## src/rtl/ihex_pkg.sv

```systemverilog
`default_nettype none

package ihex_pkg;

  typedef enum logic [2:0] {
    PH_WAIT   = 3'd0,
    PH_COUNT  = 3'd1,
    PH_OFF_HI = 3'd2,
    PH_OFF_LO = 3'd3,
    PH_TYPE   = 3'd4,
    PH_DATA   = 3'd5,
    PH_CSUM   = 3'd6
  } phase_t;

  typedef logic [2:0] kind_t;

  localparam kind_t KIND_DATA     = 3'd0;
  localparam kind_t KIND_OK       = 3'd1;
  localparam kind_t KIND_CSUM_ERR = 3'd2;
  localparam kind_t KIND_EOF      = 3'd3;
  localparam kind_t KIND_FORMAT   = 3'd4;

  localparam logic [7:0] CHAR_COLON = 8'h3A;
  localparam logic [7:0] REC_DATA   = 8'h00;
  localparam logic [7:0] REC_EOF    = 8'h01;
  localparam logic [7:0] REC_ULBA   = 8'h04;

  // Bit 4 flags a valid hex digit, bits 3:0 carry its value.
  function automatic logic [4:0] hex_decode(input logic [7:0] c);
    logic [4:0] r;
    r = 5'd0;
    if (c >= 8'h30 && c <= 8'h39) begin
      r = {1'b1, 4'(c - 8'h30)};
    end else if (c >= 8'h41 && c <= 8'h46) begin
      r = {1'b1, 4'(c - 8'h37)};
    end else if (c >= 8'h61 && c <= 8'h66) begin
      r = {1'b1, 4'(c - 8'h57)};
    end
    return r;
  endfunction

endpackage

`default_nettype wire

```

## src/rtl/intel_hex_record_parser.sv

```systemverilog
// Results are registered in the output entry, or in the skid entry while it is held.
// Throughput: one character per cycle while in_stall is low; all decoding fits between
// the parser state and the output register.
// A two-entry output stage lets characters keep flowing while a result waits;
// in_stall rises only when both entries are full.
// Synchronous active-low reset returns the parser to waiting for a colon, clears the base.
`default_nettype none

module intel_hex_record_parser (
  input  wire logic                clk,
  input  wire logic                rst_n,
  input  wire logic                in_valid,
  output logic                     in_stall,
  input  wire logic [7:0]          in_char_in,
  output logic                     out_valid,
  input  wire logic                out_stall,
  output ihex_pkg::kind_t          out_kind,
  output logic [31:0]              out_byte_address,
  output logic [7:0]               out_byte_value,
  output logic [7:0]               out_rec_type
);
  import ihex_pkg::*;

  phase_t      phase_r, phase_nxt;
  logic [3:0]  high_nibble_r, high_nibble_nxt;
  logic        nibble_pos_r, nibble_pos_nxt;
  logic [7:0]  count_r, count_nxt;
  logic [15:0] offset_r, offset_nxt;
  logic [7:0]  record_kind_r, record_kind_nxt;
  logic [7:0]  running_sum_r, running_sum_nxt;
  logic [7:0]  byte_index_r, byte_index_nxt;
  logic [15:0] upper_base_r, upper_base_nxt;
  logic [15:0] pending_upper_r, pending_upper_nxt;
  logic        finished_r, finished_nxt;

  logic        accept;
  logic        start_rec;
  logic [4:0]  hv;
  logic [7:0]  byte_v;
  logic [7:0]  sum_v;
  logic [7:0]  index_inc;

  logic        res_valid;
  kind_t       res_kind;
  logic [31:0] res_addr;
  logic [7:0]  res_value;
  logic [7:0]  res_type;

  logic        out_valid_r, out_valid_nxt;
  logic        skid_valid_r, skid_valid_nxt;
  logic        out_load, skid_load, out_from_skid;
  kind_t       out_kind_r, skid_kind_r;
  logic [31:0] out_addr_r, skid_addr_r;
  logic [7:0]  out_value_r, skid_value_r;
  logic [7:0]  out_type_r, skid_type_r;

  assign accept    = in_valid & ~in_stall;
  assign hv        = hex_decode(in_char_in);
  assign byte_v    = {high_nibble_r, hv[3:0]};
  assign sum_v     = running_sum_r + byte_v;
  assign index_inc = byte_index_r + 8'd1;

  always_comb begin
    phase_nxt         = phase_r;
    high_nibble_nxt   = high_nibble_r;
    nibble_pos_nxt    = nibble_pos_r;
    count_nxt         = count_r;
    offset_nxt        = offset_r;
    record_kind_nxt   = record_kind_r;
    running_sum_nxt   = running_sum_r;
    byte_index_nxt    = byte_index_r;
    upper_base_nxt    = upper_base_r;
    pending_upper_nxt = pending_upper_r;
    finished_nxt      = finished_r;
    start_rec         = 1'b0;
    res_valid         = 1'b0;
    res_kind          = KIND_DATA;
    res_addr          = 32'd0;
    res_value         = 8'd0;
    res_type          = 8'd0;

    if (accept && !finished_r) begin
      if (phase_r == PH_WAIT) begin
        start_rec = (in_char_in == CHAR_COLON);
      end else if (!hv[4]) begin
        res_valid = 1'b1;
        res_kind  = KIND_FORMAT;
        res_type  = record_kind_r;
        if (in_char_in == CHAR_COLON) begin
          start_rec = 1'b1;
        end else begin
          phase_nxt = PH_WAIT;
        end
      end else if (!nibble_pos_r) begin
        high_nibble_nxt = hv[3:0];
        nibble_pos_nxt  = 1'b1;
      end else begin
        nibble_pos_nxt  = 1'b0;
        running_sum_nxt = sum_v;
        case (phase_r)
          PH_COUNT: begin
            count_nxt = byte_v;
            phase_nxt = PH_OFF_HI;
          end
          PH_OFF_HI: begin
            offset_nxt = {byte_v, 8'h00};
            phase_nxt  = PH_OFF_LO;
          end
          PH_OFF_LO: begin
            offset_nxt = {offset_r[15:8], byte_v};
            phase_nxt  = PH_TYPE;
          end
          PH_TYPE: begin
            record_kind_nxt = byte_v;
            byte_index_nxt  = 8'd0;
            phase_nxt       = (count_r != 8'd0) ? PH_DATA : PH_CSUM;
          end
          PH_DATA: begin
            if (record_kind_r == REC_DATA) begin
              res_valid = 1'b1;
              res_kind  = KIND_DATA;
              res_addr  = {upper_base_r, 16'h0000} + {16'h0000, offset_r}
                          + {24'h000000, byte_index_r};
              res_value = byte_v;
            end else if (record_kind_r == REC_ULBA) begin
              if (byte_index_r == 8'd0) begin
                pending_upper_nxt = {byte_v, 8'h00};
              end else if (byte_index_r == 8'd1) begin
                pending_upper_nxt = {pending_upper_r[15:8], byte_v};
              end
            end
            byte_index_nxt = index_inc;
            if (index_inc == count_r) begin
              phase_nxt = PH_CSUM;
            end
          end
          PH_CSUM: begin
            phase_nxt = PH_WAIT;
            res_valid = 1'b1;
            res_type  = record_kind_r;
            if (sum_v != 8'd0) begin
              res_kind = KIND_CSUM_ERR;
            end else if (record_kind_r == REC_EOF) begin
              finished_nxt = 1'b1;
              res_kind     = KIND_EOF;
            end else begin
              if (record_kind_r == REC_ULBA) begin
                upper_base_nxt = pending_upper_r;
              end
              res_kind = KIND_OK;
            end
          end
          default: begin
            phase_nxt = PH_WAIT;
          end
        endcase
      end

      if (start_rec) begin
        phase_nxt         = PH_COUNT;
        high_nibble_nxt   = 4'd0;
        nibble_pos_nxt    = 1'b0;
        count_nxt         = 8'd0;
        offset_nxt        = 16'd0;
        record_kind_nxt   = 8'd0;
        running_sum_nxt   = 8'd0;
        byte_index_nxt    = 8'd0;
        pending_upper_nxt = 16'd0;
      end
    end
  end

  always_ff @(posedge clk) begin
    if (!rst_n) begin
      phase_r         <= PH_WAIT;
      high_nibble_r   <= 4'd0;
      nibble_pos_r    <= 1'b0;
      count_r         <= 8'd0;
      offset_r        <= 16'd0;
      record_kind_r   <= 8'd0;
      running_sum_r   <= 8'd0;
      byte_index_r    <= 8'd0;
      upper_base_r    <= 16'd0;
      pending_upper_r <= 16'd0;
      finished_r      <= 1'b0;
    end else begin
      phase_r         <= phase_nxt;
      high_nibble_r   <= high_nibble_nxt;
      nibble_pos_r    <= nibble_pos_nxt;
      count_r         <= count_nxt;
      offset_r        <= offset_nxt;
      record_kind_r   <= record_kind_nxt;
      running_sum_r   <= running_sum_nxt;
      byte_index_r    <= byte_index_nxt;
      upper_base_r    <= upper_base_nxt;
      pending_upper_r <= pending_upper_nxt;
      finished_r      <= finished_nxt;
    end
  end

  // The skid entry fills only while the output entry is held, and it drains first.
  always_comb begin
    out_valid_nxt  = out_valid_r;
    skid_valid_nxt = skid_valid_r;
    out_load       = 1'b0;
    out_from_skid  = 1'b0;
    skid_load      = 1'b0;
    if (!out_valid_r || !out_stall) begin
      if (skid_valid_r) begin
        out_valid_nxt  = 1'b1;
        out_load       = 1'b1;
        out_from_skid  = 1'b1;
        skid_valid_nxt = 1'b0;
      end else begin
        out_valid_nxt = res_valid;
        out_load      = res_valid;
      end
    end else if (res_valid) begin
      skid_valid_nxt = 1'b1;
      skid_load      = 1'b1;
    end
  end

  always_ff @(posedge clk) begin
    if (!rst_n) begin
      out_valid_r  <= 1'b0;
      skid_valid_r <= 1'b0;
    end else begin
      out_valid_r  <= out_valid_nxt;
      skid_valid_r <= skid_valid_nxt;
    end
  end

  always_ff @(posedge clk) begin
    if (out_load) begin
      if (out_from_skid) begin
        out_kind_r  <= skid_kind_r;
        out_addr_r  <= skid_addr_r;
        out_value_r <= skid_value_r;
        out_type_r  <= skid_type_r;
      end else begin
        out_kind_r  <= res_kind;
        out_addr_r  <= res_addr;
        out_value_r <= res_value;
        out_type_r  <= res_type;
      end
    end
    if (skid_load) begin
      skid_kind_r  <= res_kind;
      skid_addr_r  <= res_addr;
      skid_value_r <= res_value;
      skid_type_r  <= res_type;
    end
  end

  assign in_stall         = skid_valid_r;
  assign out_valid        = out_valid_r;
  assign out_kind         = out_kind_r;
  assign out_byte_address = out_addr_r;
  assign out_byte_value   = out_value_r;
  assign out_rec_type     = out_type_r;

endmodule

`default_nettype wire

```

## config.mk

```make
export PLATFORM = sky130hd
export DESIGN_NAME = intel_hex_record_parser
export DESIGN_NICKNAME = d
export VERILOG_FILES = /design/src/rtl/ihex_pkg.sv /design/src/rtl/intel_hex_record_parser.sv
export SDC_FILE = /design/constraint.sdc
export NUM_CORES = 1
export LEC_CHECK = 0
export ABC_AREA = 1
export BUFFER_PORTS_ARGS = -buffer_cell sky130_fd_sc_hd__buf_2
export CAP_MARGIN = 30
export CORE_ASPECT_RATIO = 1.75
export CORE_MARGIN = 3
export CORE_UTILIZATION = 50
export DETAILED_ROUTE_END_ITERATION = 16
export GPL_TIMING_DRIVEN = 1
export PLACE_DENSITY_LB_ADDON = 0.15
export SLEW_MARGIN = 25
export SYNTH_ARGS = -nofsm -noshare
export SYNTH_HDL_FRONTEND = slang
export SYNTH_SLANG_ARGS = --single-unit
```

## constraint.sdc

```tcl
create_clock -name clk -period 3.8 [get_ports clk]
set_clock_uncertainty 0.2 [all_clocks]
set_input_delay 0.19 -clock clk [delete_from_list [all_inputs] [get_ports clk]]
set_output_delay 0.19 -clock clk [all_outputs]
set_load 0.01 [all_outputs]
```

==> impl_metrics.yaml <==
synthesis:
  yosys_warnings: 0
  syn_nets: 1394
  synth.avg_cell_area_um2: 7.56
  synth_cell_types: 41
  ys_ff_latch: 193
  synthCells: 1356
  synth_area_um2: 10300
  seq_area_frac_synth_pct: 47.6
critical_path:
  critical_path.most_common_cell: "nand2_1"
  worstPathArrival_ns: 3.44
  cp-endpoint: "upper_base_r[7]$_SDFFE_PN0P_"
  endpoint_kind: "register"
  path_buf_inv: 7
  crit_type: "in -> reg"
  cp_max_fo: 14
  critPathLaunchType: "input pin"
  cpLargestDelayFamily: "simple AND/OR/NAND/NOR gates"
  regToRegEndpoint: "out_byte_address[27]$_DFFE_PP_"
  worst-endpoint-required_ns: 3.93
  crit_cells: 25
  cp_slowest_cell: "ha_1"
  max_stage_delay_ns: 0.41
  reg2reg_from: "phase_r[2]$_SDFFE_PN0P_"
  rr_worst_depth: 11
  startpoint: "in_char_in[0]"
  reg2reg_slack_ns: 0.85
sta:
  setup_tns_ns: 0
  min_period_ns: 3.31
  rsz0062_at_grt: "false"
  fmax_mhz: 302
  period_share_pct: 87.1
  slew_viol_final: 0
  holdWs_ns: 0.0873
  max_slew_margin_pct: 48.3
  final_hold_viol_count: 0
  worst_pin_slew_ns: 0.769
  finalSetupViolCount: 0
flow_run:
  drv_cap: 0
finish:
  seq_area_um2: 4880
  antennaDiodeCount: 0
  drive_gt1_share_pct: 10.5
  n_fill_cell: 1881
  fin_nets: 1457
  postLayoutCoreUtil_pct: 57.5
  final_cells: 1677
  area_delta_synth_final_pct: 11.6
  multiInputGateArea_um2: 4490
grt:
  grt_max_degree: 53
  grt_overflow: 0
  grt_pass1_vias: 8629
  grt_pass1_wl_um: 42700
  grt_usage_pct: 24.1
  antenna_found_initial: 0
power_and_ir_drop:
  powerDensity_nw_per_um2: 423
  leakagePower_nw: 5.10
  total_power_w: 0.00485
  vdd_drop_max_v: 0.000311
floorplan:
  initial_core_util_pct: 51.5
  io_pins: 65
  dieWidth_um: 114
  die_h_um: 195
  die-area_um2: 22300
  rows: 68
  core-area_um2: 19900
clock_tree:
  cts.repair.resized: 0
  cts-root-buf: "clkbuf_16"
  path_clk_slew_ns: 0.07
  htree_num_levels: 4
  insertion_delay_ns: 0.44
  postCtsSetupRepairBufs: 0
  cts.path.max_buffers: 2
  numCtsBuffers: 17
  holdBufCountCts: 1
  cts_tree: "yes"
  cts.sinks: 193
detailed_routing:
  wl_per_cell_um: 15.6
  totalWireLength_um: 26100
  dr.pass1.iters: 5
  drtIter0Drc: 515
  vias: 8886
  drc: 0
  postRouteAntennaNets: 0
  vias_per_cell: 5.30
placement:
  portBuffers: 64
  dp_hpwl_um: 19800
  gp_congestion: 0.874
  dp.cells: 1643
status:
  status: "finished, final reports clean"
worst_hold_path:
  hp-class: "in -> reg"
==> area by class of cell <==
| type | count | area share (%) |
|---|---|---|
| inverter | 187 | 6.13 |
| clock inverter | 15 | 1.30 |
| timing repair buffer | 82 | 4.28 |
| tap | 245 | 2.68 |
| sequential | 193 | 42.7 |
| clock buffer | 17 | 3.72 |
| multi-input combinational | 938 | 39.2 |
==> logic make-up (layout without fill, tap and decap cells) <==
family | Yosys count | count (layout) | synth area share (%)
simple gates | 765 | 765 | 32.2
buf+inv | 225 | 301 | 8.66
flops | 193 | 193 | 47.6
compound gates | 139 | 139 | 7.50
fa+ha+maj | 26 | 26 | 3.32
xor+xnor | 8 | 8 | 0.683
==> state kept, by name, summed over array words and instances (netlist names), 3 cells and up <==
register          flops
out_byte_address     32
skid_addr_r          32
offset_r             16
pending_upper_r      16
upper_base_r         16
byte_index_r          8
count_r               8
out_byte_value        8
out_rec_type          8
record_kind_r         8
running_sum_r         8
skid_type_r           8
skid_value_r          8
high_nibble_r         4
out_kind              3
phase_r               3
skid_kind_r           3
==> where the power goes <==
group | switching, W | internal [W]
Combinational | 0.000448 | 0.000194
Clock | 0.000843 | 0.000926
Sequential | 0.0000563 | 0.00238
==> per-layer routing <==
layer	vias up	GRT usage, %	wire [um]	share of wire, %
met1	4076	25.8	10000	38
met2	219	45.7	14000	54
met4	0	11.5	1200	4.6
met5	-	0	0	0
li1	4521	-	-	-
met3	70	2.70	906	3.5
==> Yosys cell counts, drive strengths merged <==
cell type / count / area [um2]
dfxtp: 91 / 1820
o31ai: 1 / 7.51
nand3: 115 / 596
o211ai: 1 / 7.51
nor4: 3 / 18.8
or2: 2 / 12.5
clkbuf: 20 / 75.1
xor2: 1 / 8.76
nand4: 43 / 284
fa: 2 / 40.0
edfxtp: 102 / 3060
ha: 24 / 300
nor2: 260 / 1010
o22ai: 1 / 6.26
o21ai: 67 / 354
and2: 1 / 6.26
nand2: 319 / 1250
a21oi: 54 / 282
and3: 1 / 6.26
clkinv: 1 / 3.75
a21o: 9 / 67.6
nand3b: 2 / 15.0
inv: 186 / 698
xnor2: 7 / 61.3
o21bai: 6 / 45.0
nor3: 19 / 100
buf: 18 / 111
==> worst min path at each step <==
stage	to	start	slack, ns	depth (start not counted)
after floorplan	out_valid$_SDFFE_PN0N_	out_stall	0.22	2
after global placement	pending_upper_r[2]$_SDFFE_PN0P_	pending_upper_r[2]$_SDFFE_PN0P_	0.26	2
after detailed placement	pending_upper_r[1]$_SDFFE_PN0P_	pending_upper_r[1]$_SDFFE_PN0P_	0.26	2
after CTS	skid_value_r[0]$_DFFE_PP_	in_char_in[0]	0.07	4
after global routing	skid_value_r[0]$_DFFE_PP_	in_char_in[0]	0.11	4
final	offset_r[7]$_SDFFE_PN0P_	rst_n	0.09	3
==> cells in the final DEF (no fill, tap or decap), types with 2 or more instances in the layout <==
cell type  synthesis  layout
a21o_1             9       9
a21oi_1           53      53
buf_12             0       2
buf_2             11      64
buf_4              0      14
clkbuf_16          0      17
clkinv_4           0       3
dfxtp_1           91      91
edfxtp_1         102     102
fa_1               2       2
ha_1              24      24
inv_1            182     181
inv_2              4       5
inv_6              0       6
inv_8              0       2
nand2_1          308     308
nand2_2            5       5
nand2_4            6       6
nand3_1          111     111
nand3_2            4       4
nand3b_1           2       2
nand4_1           42      42
nor2_1           252     251
nor2_2             5       5
nor2_4             3       4
nor3_1            18      18
nor4_1             3       3
o21ai_0           62      62
o21ai_1            2       2
o21ai_2            2       2
o21bai_1           6       6
or2_2              2       2
xnor2_1            7       7
==> worst min-delay path, delay by kind of cell <==
kind / cells / cell delay [ns]
buffers and inverters: 1 / 0.30
AND/OR/NAND/NOR: 2 / 0.18
==> per-stage QoR <==
step	worst slack [ns]	area (um2)
finish	0.491	11400
global route	0.114	11400
CTS	0.524	11400
detailed placement	0.0917	10900
global placement	0.176	10900
floorplan	0.697	10300
No activity file was read; power rests on OpenSTA's default activity.
